[config.mk]
export PLATFORM = sky130hd
export DESIGN_NAME = efp_ctrl
export DESIGN_NICKNAME = d
export VERILOG_FILES = /design/src/rtl/efp_pkg.sv /design/src/rtl/efp_ctrl.sv
export SDC_FILE = /design/constraint.sdc
export NUM_CORES = 1
export LEC_CHECK = 0
export ABC_CLOCK_PERIOD_IN_PS = 2250
export BUFFER_PORTS_ARGS = -buffer_cell sky130_fd_sc_hd__buf_2
export CAP_MARGIN = 10
export CORE_AREA = 5 5 42 44
export CTS_CLUSTER_SIZE = 30
export DETAILED_ROUTE_END_ITERATION = 10
export DIE_AREA = 0 0 47 49
export GPL_TIMING_DRIVEN = 1
export HOLD_SLACK_MARGIN = 0.15
export PLACE_DENSITY = 0.56
export SLEW_MARGIN = 20
export SYNTH_ARGS = -nofsm -noshare
export SYNTH_HDL_FRONTEND = slang
export SYNTH_SLANG_ARGS = --single-unit
[constraint.sdc]
create_clock -name i_clk -period 2.25 [get_ports i_clk]
set_clock_uncertainty 0.1 [all_clocks]
set_input_delay 0.45 -clock i_clk [delete_from_list [all_inputs] [get_ports i_clk]]
set_output_delay 0.45 -clock i_clk [all_outputs]
set_load 0.01 [all_outputs]
[src/rtl/efp_pkg.sv]
`timescale 1ns / 1ps
// Shared types and constants for the escape-time fractal pixel block.
// Used by the top level, the controller, the datapath and the checker; no dependencies.
package efp_pkg;

    // Field widths of the request and result channels.
    localparam int PIX_W  = 9;
    localparam int CNT_W  = 8;
    localparam int GRAY_W = 8;

    // Fixed-point widths: c is 32-bit, z carries two guard bits above it.
    localparam int C_W = 32;
    localparam int Z_W = 34;
    localparam int M_W = 32;
    localparam int P_W = 64;

    // Reset value of the iteration limit register.
    localparam logic [CNT_W-1:0] LIMIT_RESET = 8'd30;

    // The scale 2.2 / H is applied as 22 / (20 * H) on a doubled pixel offset.
    localparam int MAP_SCALE_NUM = 22;
    localparam int MAP_SCALE_DEN = 20;

    // Saturation bounds of c in the 32-bit signed range.
    localparam logic signed [P_W-1:0] C_MAX = (64'sd1 <<< (C_W - 1)) - 64'sd1;
    localparam logic signed [P_W-1:0] C_MIN = -(64'sd1 <<< (C_W - 1));

    // Commands from the controller to the datapath.
    typedef struct packed {
        logic load;          // capture the pixel position
        logic map_re_start;  // form both bases and both remainder terms
        logic map_im_start;  // finish the real part of c
        logic map_finish;    // finish the imaginary part and clear the products
        logic update;        // z <- z*z + c from the registered products
        logic square;        // register the products of the current z
        logic count_inc;     // count one non-escaping update
        logic gray_start;    // start the gray scale division
        logic out_load;      // write the result register
    } t_efp_cmd;

    // Status from the datapath to the controller.
    typedef struct packed {
        logic div_busy;
        logic limit_zero;
        logic out_of_bounds;
        logic escape;
        logic last;
        logic out_free;
    } t_efp_stat;

endpackage

[src/rtl/efp_ctrl.sv]
`timescale 1ns / 1ps
// Controller state machine sequencing mapping, iteration and gray scale for one pixel.
// Depends on efp_pkg for the command and status structures.
module efp_ctrl (
    input  logic               i_clk,
    input  logic               i_rst_n,
    input  logic               i_in_valid,
    input  efp_pkg::t_efp_stat i_stat,
    output logic               o_in_stall,
    output efp_pkg::t_efp_cmd  o_cmd
);

    localparam logic [3:0] S_IDLE   = 4'd0;
    localparam logic [3:0] S_MAPRE  = 4'd1;
    localparam logic [3:0] S_WAITRE = 4'd2;
    localparam logic [3:0] S_WAITIM = 4'd3;
    localparam logic [3:0] S_UPD    = 4'd4;
    localparam logic [3:0] S_SQ     = 4'd5;
    localparam logic [3:0] S_CHK    = 4'd6;
    localparam logic [3:0] S_GRAY   = 4'd7;
    localparam logic [3:0] S_WAITG  = 4'd8;
    localparam logic [3:0] S_OUT    = 4'd9;

    logic [3:0] r_state;
    logic [3:0] n_state;

    // Next state and command decode.
    always_comb begin
        n_state = r_state;
        o_cmd   = '0;
        unique case (r_state)
            S_IDLE: begin
                if (i_in_valid) begin
                    o_cmd.load = 1'b1;
                    n_state    = S_MAPRE;
                end
            end
            S_MAPRE: begin
                o_cmd.map_re_start = 1'b1;
                n_state            = S_WAITRE;
            end
            S_WAITRE: begin
                if (!i_stat.div_busy) begin
                    o_cmd.map_im_start = 1'b1;
                    n_state            = S_WAITIM;
                end
            end
            S_WAITIM: begin
                if (!i_stat.div_busy) begin
                    o_cmd.map_finish = 1'b1;
                    n_state          = i_stat.limit_zero ? S_GRAY : S_UPD;
                end
            end
            S_UPD: begin
                o_cmd.update = 1'b1;
                n_state      = S_SQ;
            end
            S_SQ: begin
                if (i_stat.out_of_bounds) begin
                    n_state = S_GRAY;
                end else begin
                    o_cmd.square = 1'b1;
                    n_state      = S_CHK;
                end
            end
            S_CHK: begin
                if (i_stat.escape) begin
                    n_state = S_GRAY;
                end else begin
                    o_cmd.count_inc = 1'b1;
                    if (i_stat.last) begin
                        n_state = S_GRAY;
                    end else begin
                        o_cmd.update = 1'b1;
                        n_state      = S_SQ;
                    end
                end
            end
            S_GRAY: begin
                o_cmd.gray_start = 1'b1;
                n_state          = S_WAITG;
            end
            S_WAITG: begin
                if (!i_stat.div_busy) begin
                    n_state = S_OUT;
                end
            end
            S_OUT: begin
                if (i_stat.out_free) begin
                    o_cmd.out_load = 1'b1;
                    n_state        = S_IDLE;
                end
            end
            default: begin
                n_state = S_IDLE;
            end
        endcase
    end

    // State register.
    always_ff @(posedge i_clk) begin
        if (!i_rst_n) begin
            r_state <= S_IDLE;
        end else begin
            r_state <= n_state;
        end
    end

    assign o_in_stall = (r_state != S_IDLE);

endmodule

[Word level (Yosys, flattened, before mapping)]
Index checks and enable logic that the tools add are counted.
Storage, ports and cells
  RAM bits: 0
  memories kept: 0
  latch bits: 0
  word-level logic and storage cells: 44
  bits in read-only memories: 0
  register bits after elaboration: 4
  input bits: 9
  output and inout port bits: 10
Cells by class
  add/subtract/negate cells: 0
  $mul: 0
  div/mod/pow operators: 0
  mux-type cells: 26
  order comparisons: 0
  reductions and logical operators: 3
  bitwise operators: 0
  shift-type cells: 0
  equal/unequal tests: 14
Operator list (count)
  $pmux W4 S10: 1
  $mux W4: 6
  $eq A4 B3 Y1 const B: 4
  $mux W1: 16
  $ne A2 B2 Y1 const B: 5
  $eq A4 B2 Y1 const B: 2
  $eq A4 B4 Y1 const B: 2
  $reduce_and A5 Y1: 1
  $eq A4 B1 Y1 const B: 1
  $logic_not A4 Y1: 1
  $mux W2: 2
  $reduce_bool A4 Y1: 1
  $pmux W1 S2: 1

[Depth between registers and ports, before layout]
Gate-level depths: netlist (run 1).
  depth after elaboration: 3
  depth in mapped cells: 5
  gate-level depth less buffers: 4

[Worst setup path before layout (run 1)]
Ideal clock, no wire load.
  kind: register to output
  start point: register r_state[1]
  end point: output o_cmd[3] (netlist bit)
  buffers on the path: 1
  path slack: 0.756 ns
  stages on the path, launching flop included: 3
  data arrival time: 0.944 ns
  cells stage by stage: dfxtp_1 -> buf_6 -> nor4b_1
RTL lines
  from (decl): line efp_ctrl.sv:24  | logic [3:0] r_state;
  from (signal assigned): line efp_ctrl.sv:105  | r_state <= n_state;
  to (decl): line efp_ctrl.sv:10  | output efp_pkg::t_efp_cmd o_cmd

==> results.sh, run 1 <==
export IMPL_syn_instance_count=52
export IMPL_grt_pass1_wl_um=1697
export IMPL_nFillCells=171
export IMPL_drive_gt1_frac=0.3768
export IMPL_drc=0
export IMPL_cts_root_buf="clkbuf_4"
export IMPL_cts_setup_buffers=0
export IMPL_grt_pass1_vias=402
export IMPL_wl_per_cell_um=12.01
export IMPL_setup_viol=0
export IMPL_grt_max_degree=16
export IMPL_port_buffers=18
export IMPL_drtPass1Iterations=4
export IMPL_crit_type="reg2out"
export IMPL_yosysSeqAreaShare=0.2025
export IMPL_cp_cell_sequence="nand2b_1, nor4b_1, buf_2"
export IMPL_peakVddDrop_mv=0.4256
export IMPL_placed_area_um2=471.7
export IMPL_synthTopCellsByCount="6 x nand2_1, 6 x nor2_1, 5 x nor3_1"
export IMPL_cp_arrival_ns=1.46
export IMPL_synth_async_reset_ratio=0
export IMPL_synth_area_leader_cell="dfxtp_1"
export IMPL_initial_core_util=0.2821
export IMPL_clk_pin_slew_ns=0.04
export IMPL_max_slew_margin=0.6826
export IMPL_die_w_um=47
export IMPL_cts_hold_buf=0
export IMPL_top_register="r_state"
export IMPL_worstMarginPinSlew_ns=0.4755
export IMPL_grt_use_total=0.09775
export IMPL_setup_worst_path_start_class="flop"
export IMPL_insertion_delay_ns=0.23
export IMPL_drtIter0Drc=5
export IMPL_cts_resized=0
export IMPL_antenna_found_initial=0
export IMPL_synth_fp_nets=61
export IMPL_layout_nets=80
export IMPL_vias_per_cell=5.200
export IMPL_hp_class="in2reg"
export IMPL_synth_distinct_cells=28
export IMPL_syn_cell_area_um2=395.4
export IMPL_ys_top_cells_by_area="dfxtp_1 20%, nor3_1 6.3%, buf_4 5.7%"
export IMPL_whs_ns=0.3892
export IMPL_gp_congestion=0.7388
export IMPL_ys_seq_elements=4
export IMPL_max_freq_mhz=496.8
export IMPL_largest_reg_flops=4
export IMPL_clock_sink_count=4
export IMPL_fin_total_pwr_uw=479.8
export IMPL_grt_ovfl_total=0
export IMPL_synth_edf_count=0
export IMPL_dieHeight_um=49
export IMPL_wirelength_um=1021
export IMPL_drv_slew=0
export IMPL_hold_viol=0
export IMPL_yosys_warnings=0
export IMPL_cts_tree="done"
export IMPL_dp_cells=82
export IMPL_rsz0062_at_grt="false"
export IMPL_yosys_most_used_dff="dfxtp_1"
export IMPL_reg_top3="r_state x4"
export IMPL_h_tree_depth=1
export IMPL_syn2layout_area_growth_pct=25.00
export IMPL_status="completed"
export IMPL_worstPathMaxFanout=15
export IMPL_fin_area_um2=494.2
export IMPL_cap_violations=0
export IMPL_synth_avg_cell_area_um2=7.603
export IMPL_period_needed_ns=2.013
export IMPL_cts_inserted_buffers=3
export IMPL_powerDensity_nw_per_um2=970.8
export IMPL_period_share=0.8946
export IMPL_cp_slowest_cell="dfxtp_1"
export IMPL_fp_row_count=14
export IMPL_io_pin_count=19
export IMPL_p_leak_uw=0.0002245
export IMPL_cp_end_kind="primary output"
export IMPL_tns_ns=0
export IMPL_final_cells=85
export IMPL_antenna_left=0
export IMPL_clockBufferDepth=2
export IMPL_synth_top_cell_area_share=0.2025
export IMPL_diodes=0
export IMPL_max_stage_delay_ns=0.61
export IMPL_coreArea_um2=1401
export IMPL_required_ns=1.70
export IMPL_vias=442
export IMPL_die_area_um2=2303
power breakdown:
group / internal, µW / switching [µW]
clock: 59.4 / 25.9
combinational: 106 / 126
sequential: 91.0 / 70.9
total: 257 / 223
logic make-up (layout without fill, tap and decap cells):
logic type,Yosys count,count (layout),share of synthesized area
compound gates,10,10,0.2057
buf+inv,4,21,0.08544
flops,4,4,0.2025
mux,1,1,0.02532
simple gates,33,33,0.4810
worst max-delay path: cells and delay by family (launching register included):
kind | cells | cell delay (ns)
buffers and inverters | 1 | 0.18
DFF | 1 | 0.61
and+or+nand+nor | 2 | 0.45
worst paths after layout:
path | slack [ns] | cells past startpoint | from | end
worst max register to register | 0.77 | 4 | r_state[2]$_SDFFE_PN0P_ | r_state[0]$_SDFFE_PN0P_
worst min register to register | 0.59 | 2 | r_state[0]$_SDFFE_PN0P_ | r_state[0]$_SDFFE_PN0P_
worst max-delay path | 0.24 | 3 | r_state[0]$_SDFFE_PN0P_ | o_cmd[3]
worst min-delay path | 0.39 | 2 | i_rst_n | r_state[3]$_SDFFE_PN0P_
placed cells by master, fill, tap and decap left out, drive strengths merged:
master,Yosys,final
o21a,1,1
clkbuf,0,3
and3,2,2
a31oi,1,1
mux2i,1,1
dfxtp,4,4
o22ai,1,1
nand2,6,6
a21boi,1,1
buf,4,18
nor2b,2,2
o21ai,2,2
nor4,3,3
nand3b,1,1
o211ai,1,1
nand4,1,1
nor2,6,6
o31ai,1,1
and4,1,1
a21oi,1,1
nor3b,1,1
and3b,1,1
nor3,5,5
nor4b,1,1
nand2b,3,3
o221ai,1,1
cell type report:
cell class              count  area, µm²  area share
multi-input cells          44      281.5      0.5696
clock buffers               3      22.52     0.04557
well taps                  16      20.02     0.04051
flip-flops and latches      4      80.08      0.1620
repair buffers             18      90.09      0.1823
layer usage:
layer,wire (µm),track usage,up-vias
li1,-,-,231
met1,427,0.1182,200
met2,513,0.1471,11
met3,79,0.02952,0
met4,0,0.05530,0
met5,0,0,-
metrics by stage:
| stage | setup WS (ns) | util |
|---|---|---|
| 2_1_floorplan | 0.7565 | - |
| 3_3_place_gp | 0.5389 | 0.3366 |
| 3_5_place_dp | 0.4576 | 0.3366 |
| 4_1_cts | 0.2036 | 0.3527 |
| 5_1_grt | 0.007953 | 0.3527 |
| 6_report | 0.2371 | 0.3527 |
No activity file was read; power rests on OpenSTA's default activity.
==> run 2: changes to the inputs <==
==> constraint.sdc (replaced) <==
create_clock -name i_clk -period 2.25 [get_ports i_clk]
set_clock_uncertainty 0.1 [all_clocks]
set_input_delay 0.45 -clock i_clk [delete_from_list [all_inputs] [get_ports i_clk]]
set_output_delay 0.45 -clock i_clk [all_outputs]
set_load 0.1 [all_outputs]
==> run 2 against run 1 <==
Maximum frequency fell by 3.5%. Die area did not move. Largest cell class unchanged. Clock power fell by 1%. Largest power group unchanged. Hold slack got worse by 0.0056 ns. Highest routed layer unchanged. Utilization rose by 13 points.
==> results.sh, run 2 (same netlist as run 1, synthesis figures left out) <==
export IMPL_worstMarginPinSlew_ns=0.4858
export IMPL_layout_commonest_cell="buf_2"
export IMPL_tns_ns=0
export IMPL_required_ns=1.70
export IMPL_die_area_um2=2303
export IMPL_rr_worst_depth=4
export IMPL_largest_reg_flops=4
export IMPL_max_slew_margin=0.6783
export IMPL_coreArea_um2=1401
export IMPL_regToRegStartpoint="r_state[2]$_SDFFE_PN0P_"
export IMPL_status="completed"
export IMPL_crit_type="reg2out"
export IMPL_wirelength_um=1149
export IMPL_hold_path_end="r_state[3]$_SDFFE_PN0P_"
export IMPL_grt_pass1_wl_um=2007
export IMPL_drtIter0Drc=6
export IMPL_cts_hold_buf=0
export IMPL_wl_per_cell_um=13.06
export IMPL_cap_violations=0
export IMPL_layout_nets=83
export IMPL_r2r_end="r_state[0]$_SDFFE_PN0P_"
export IMPL_grt_ovfl_total=0
export IMPL_antenna_left=0
export IMPL_insertion_delay_ns=0.23
export IMPL_cts_inserted_buffers=3
export IMPL_syn2layout_area_growth_pct=71.20
export IMPL_placed_area_um2=651.9
export IMPL_clk_pin_slew_ns=0.04
export IMPL_netSwitchingPower_uw=547.4
export IMPL_grt_use_total=0.1171
export IMPL_cts_root_buf="clkbuf_4"
export IMPL_p_int_uw=343.0
export IMPL_drtPass1Iterations=4
export IMPL_h_tree_depth=1
export IMPL_grt_max_degree=14
export IMPL_cp_end_kind="primary output"
export IMPL_setup_viol=0
export IMPL_top_register="r_state"
export IMPL_post_route_util=0.4830
export IMPL_comb_power_share=0.748
export IMPL_max_freq_mhz=479.2
export IMPL_hpwlAfterDp_um=950.3
export IMPL_hold_viol=0
export IMPL_regArea_um2=80.08
export IMPL_grt_pass1_vias=440
export IMPL_p_clk_frac=0.095
export IMPL_clock_sink_count=4
export IMPL_p_leak_uw=0.0002689
export IMPL_port_buffers=18
export IMPL_rsz0062_at_grt="false"
export IMPL_vias=462
export IMPL_p_seq_frac=0.158
export IMPL_multiInputGateArea_um2=334.1
export IMPL_clockBufferDepth=2
export IMPL_worstPathMaxFanout=13
export IMPL_period_needed_ns=2.087
export IMPL_period_share=0.9275
export IMPL_nFillCells=151
export IMPL_die_w_um=47
export IMPL_drc=0
export IMPL_initial_core_util=0.2821
export IMPL_max_stage_delay_ns=0.44
export IMPL_powerDensity_nw_per_um2=1315
export IMPL_fp_row_count=14
export IMPL_drive_gt1_frac=0.4861
export IMPL_hp_start="i_rst_n"
export IMPL_power_share_switching=0.6148
export IMPL_cp_arrival_ns=1.54
export IMPL_cp_cell_sequence="nor2_1, and3_1, clkbuf_4"
export IMPL_reg_top3="r_state x4"
export IMPL_crit_buf_inv=1
export IMPL_dieHeight_um=49
export IMPL_vias_per_cell=5.250
export IMPL_io_pin_count=19
export IMPL_gp_congestion=0.7861
export IMPL_hp_class="in2reg"
export IMPL_drv_slew=0
export IMPL_r2r_slack_ns=0.66
export IMPL_setup_worst_path_start_class="flop"
export IMPL_fin_area_um2=676.9
export IMPL_min_path_cells=2
export IMPL_peakVddDrop_mv=0.6061
export IMPL_final_cell_mix="10 x buf_2, 7 x buf_12, 6 x nand2_1"
export IMPL_crit_family="simple AND/OR/NAND/NOR gates"
export IMPL_cts_tree="done"
export IMPL_diodes=0
export IMPL_antenna_found_initial=0
export IMPL_timing_final_ws_setup_ns=0.1632
export IMPL_cp_slowest_cell="dfxtp_1"
export IMPL_place_ws_ns=0.3048
==> run 2: how the worst max path moves through the flow <==
stage / from / endpoint / slack, ns / cells after the start
2_1_floorplan: r_state[3]$_SDFFE_PN0P_ / o_cmd[2] / -0.53 / 2
3_3_place_gp: r_state[2]$_SDFFE_PN0P_ / o_cmd[8] / 0.37 / 3
3_5_place_dp: r_state[2]$_SDFFE_PN0P_ / o_cmd[8] / 0.30 / 3
4_1_cts: r_state[2]$_SDFFE_PN0P_ / o_cmd[8] / 0.06 / 3
5_1_grt: r_state[2]$_SDFFE_PN0P_ / o_cmd[2] / 0.04 / 3
6_report: r_state[2]$_SDFFE_PN0P_ / o_cmd[8] / 0.16 / 3
==> run 2: area by class of cell <==
class                      instances  area share
timing repair buffer              21      0.3253
multi-input combinational         44      0.4935
sequential                         4      0.1183
tap                               16     0.02957
clock buffer                       3     0.03327
==> run 2: metal layers <==
layer,track usage,routed length [µm],vias to the layer above
met5,0,0,-
met2,0.1765,617,12
li1,-,-,233
met3,0.01107,47,0
met4,0.06912,0,0
met1,0.1545,484,217
==> run 2: worst register-to-register path, delay by kind of cell, from the launching register on <==
family	cells	cell delay [ns]
and+or+nand+nor	3	0.63
DFF	1	0.60
AOI/OAI and AO/OA	1	0.13
==> run 2: power groups by stage <==
stage	Sequential [µW]	Clock [µW]	Combinational, µW
after global placement	138	0	656
after global routing	147	101	699
after CTS	139	91.0	667
after floorplan	110	0	547
final	140	84.4	666
after detailed placement	141	0	666
==> run 2: what timing repair did <==
action,CTS,global route
setup endpoints to repair,0,1
buffers inserted,0,0
gates resized for setup,0,1
==> run 2: stage by stage <==
step | hold slack (ns) | total power, µW | instances
4_1_cts | 0.3788 | 897.1 | 88
3_5_place_dp | 0.5410 | 806.6 | 85
6_report | 0.3836 | 890.3 | 88
5_1_grt | 0.4015 | 947.2 | 88
3_3_place_gp | 0.5303 | 794.2 | 85
2_1_floorplan | 0.4601 | 656.5 | 52
==> run 3: changes to the inputs <==
--- a/config.mk
+++ b/config.mk
@@ -6,7 +6,7 @@
 export NUM_CORES = 1
 export LEC_CHECK = 0
 export ABC_CLOCK_PERIOD_IN_PS = 2250
-export BUFFER_PORTS_ARGS = -buffer_cell sky130_fd_sc_hd__buf_2
+export BUFFER_PORTS_ARGS = -buffer_cell sky130_fd_sc_hd__clkbuf_2
 export CAP_MARGIN = 10
 export CORE_AREA = 5 5 42 44
 export CTS_CLUSTER_SIZE = 30
==> run 3 against run 2 <==
Hold slack better by 0.0024 ns. Maximum frequency is 0.35% lower. Design area grew 3.9%. Non-clock buffer count rose by 1. Utilization up 1.9 points. Sequential share of layout area fell by 0.26 points. Cell count up 1.1%. First-iteration DRC count is 33% higher. Worst setup slack got worse by 0.0074 ns. Combinational power increased by 4.1%. Largest power group unchanged. Largest cell class unchanged. Sequential power is 9% higher.
==> results.sh, run 3 (same netlist as run 1, synthesis figures left out) <==
export IMPL_port_buffers=18
export IMPL_grt_ovfl_total=0
export IMPL_place_ws_ns=0.3141
export IMPL_antenna_found_initial=0
export IMPL_reg_top3="r_state x4"
export IMPL_insertion_delay_ns=0.23
export IMPL_peakVddDrop_mv=0.6629
export IMPL_max_stage_delay_ns=0.63
export IMPL_worstMarginPinSlew_ns=0.5071
export IMPL_hp_class="in2reg"
export IMPL_cp_arrival_ns=1.54
export IMPL_wl_per_cell_um=12.58
export IMPL_grt_max_degree=14
export IMPL_drtPass1Iterations=4
export IMPL_cts_tree="done"
export IMPL_h_tree_depth=1
export IMPL_cp_slowest_cell="dfxtp_1"
export IMPL_r2r_end="r_state[0]$_SDFFE_PN0P_"
export IMPL_worstPathMaxFanout=13
export IMPL_grt_pass1_vias=438
export IMPL_nFillCells=141
export IMPL_grt_met2_usage=0.1810
export IMPL_r2r_slack_ns=0.66
export IMPL_period_needed_ns=2.094
export IMPL_syn2layout_area_growth_pct=77.85
export IMPL_final_cell_mix="8 x clkbuf_2, 8 x buf_12, 6 x nand2_1, 6 x buf_4, 5 x nor2_1"
export IMPL_regToRegStartpoint="r_state[2]$_SDFFE_PN0P_"
export IMPL_antenna_left=0
export IMPL_timing_final_ws_setup_ns=0.1558
export IMPL_grt_pass1_wl_um=2021
export IMPL_dieHeight_um=49
export IMPL_dp_cells=86
export IMPL_wirelength_um=1120
export IMPL_initial_core_util=0.2821
export IMPL_rr_worst_depth=4
export IMPL_clockBufferDepth=2
export IMPL_grt_use_total=0.1178
export IMPL_required_ns=1.70
export IMPL_vias=460
export IMPL_final_cells=89
export IMPL_max_freq_mhz=477.5
export IMPL_coreArea_um2=1401
export IMPL_vias_per_cell=5.169
export IMPL_placed_area_um2=679.4
export IMPL_diodes=0
export IMPL_grtUsageMet3=0.03321
export IMPL_setup_worst_path_start_class="flop"
export IMPL_post_route_util=0.5018
export IMPL_rsz0062_at_grt="false"
export IMPL_drive_gt1_frac=0.5068
export IMPL_period_share=0.9308
export IMPL_max_slew_margin=0.6615
export IMPL_grtUsageMet1=0.1589
export IMPL_regArea_um2=81.33
export IMPL_cp_end_kind="primary output"
export IMPL_cap_violations=0
export IMPL_drv_slew=0
export IMPL_clock_sink_count=4
export IMPL_multiInputGateArea_um2=334.1
export IMPL_largest_reg_flops=4
export IMPL_top_register="r_state"
export IMPL_fp_row_count=14
export IMPL_grt_most_used_layer="met2"
export IMPL_status="completed"
export IMPL_min_path_cells=2
export IMPL_hpwlAfterDp_um=947.7
export IMPL_cts_root_buf="clkbuf_4"
export IMPL_drc=0
export IMPL_clk_pin_slew_ns=0.04
export IMPL_crit_type="reg2out"
export IMPL_p_leak_uw=0.0002809
export IMPL_hp_start="i_rst_n"
export IMPL_cp_cell_sequence="nand2_1, nor4_2, buf_12"
export IMPL_cts_inserted_buffers=3
export IMPL_setup_viol=0
export IMPL_cts_hold_buf=0
export IMPL_die_w_um=47
export IMPL_fin_total_pwr_uw=930.6
export IMPL_die_area_um2=2303
export IMPL_io_pin_count=19
export IMPL_gp_congestion=0.7979
export IMPL_drtIter0Drc=8
export IMPL_hold_path_end="r_state[3]$_SDFFE_PN0P_"
export IMPL_hold_viol=0
export IMPL_powerDensity_nw_per_um2=1323
export IMPL_fin_area_um2=703.2
export IMPL_layout_nets=84
==> run 3: changes by cell type in the layout (fill, tap and decap cells not counted), sizes merged <==
cell    before  now
clkbuf       4   11
buf         20   14
==> run 3: power breakdown <==
part / internal (µW) / switching (µW)
clock network: 59.4 / 25.9
logic: 229 / 464
registers: 93.4 / 59.2
==> run 3: final cells by class <==
cell class,count,share of cell area
multi-input combinational,44,0.4751
timing repair buffer,22,0.3488
clock buffer,3,0.03203
tap,16,0.02847
sequential,4,0.1157
==> run 3: layer usage <==
metal	part of all wire	wire length, µm
met3	0.054	61
met4	0	0
met5	0	0
met1	0.43	476
met2	0.52	583
==> run 3: worst max-delay path by stage <==
stage                                  startpoint  endpoint  slack, ns  cells after the start
final                     r_state[2]$_SDFFE_PN0P_  o_cmd[2]       0.16                      3
after global routing      r_state[2]$_SDFFE_PN0P_  o_cmd[2]       0.03                      3
after CTS                 r_state[0]$_SDFFE_PN0P_  o_cmd[3]       0.07                      3
after detailed placement  r_state[0]$_SDFFE_PN0P_  o_cmd[3]       0.31                      3
after global placement    r_state[0]$_SDFFE_PN0P_  o_cmd[3]       0.37                      3
after floorplan           r_state[3]$_SDFFE_PN0P_  o_cmd[2]      -0.53                      2
==> run 3: repair_timing <==
| item | CTS | global route |
|---|---|---|
| setup buffers | 0 | 0 |
| gates resized for setup | 0 | 1 |
| endpoints found under the setup margin | 0 | 1 |
==> run 3: per-stage QoR <==
step | hold WS [ns] | setup TNS [ns]
after floorplan | 0.4601 | -1.066
after global placement | 0.5043 | 0
after detailed placement | 0.5191 | 0
after CTS | 0.3862 | 0
after global routing | 0.4208 | 0
final | 0.3860 | 0
==> run 3: critical path: cells and delay by family (launching register included) <==
family,cells,cell delay [ns]
and+or+nand+nor,2,0.46
buffers and inverters,1,0.22
DFF,1,0.63
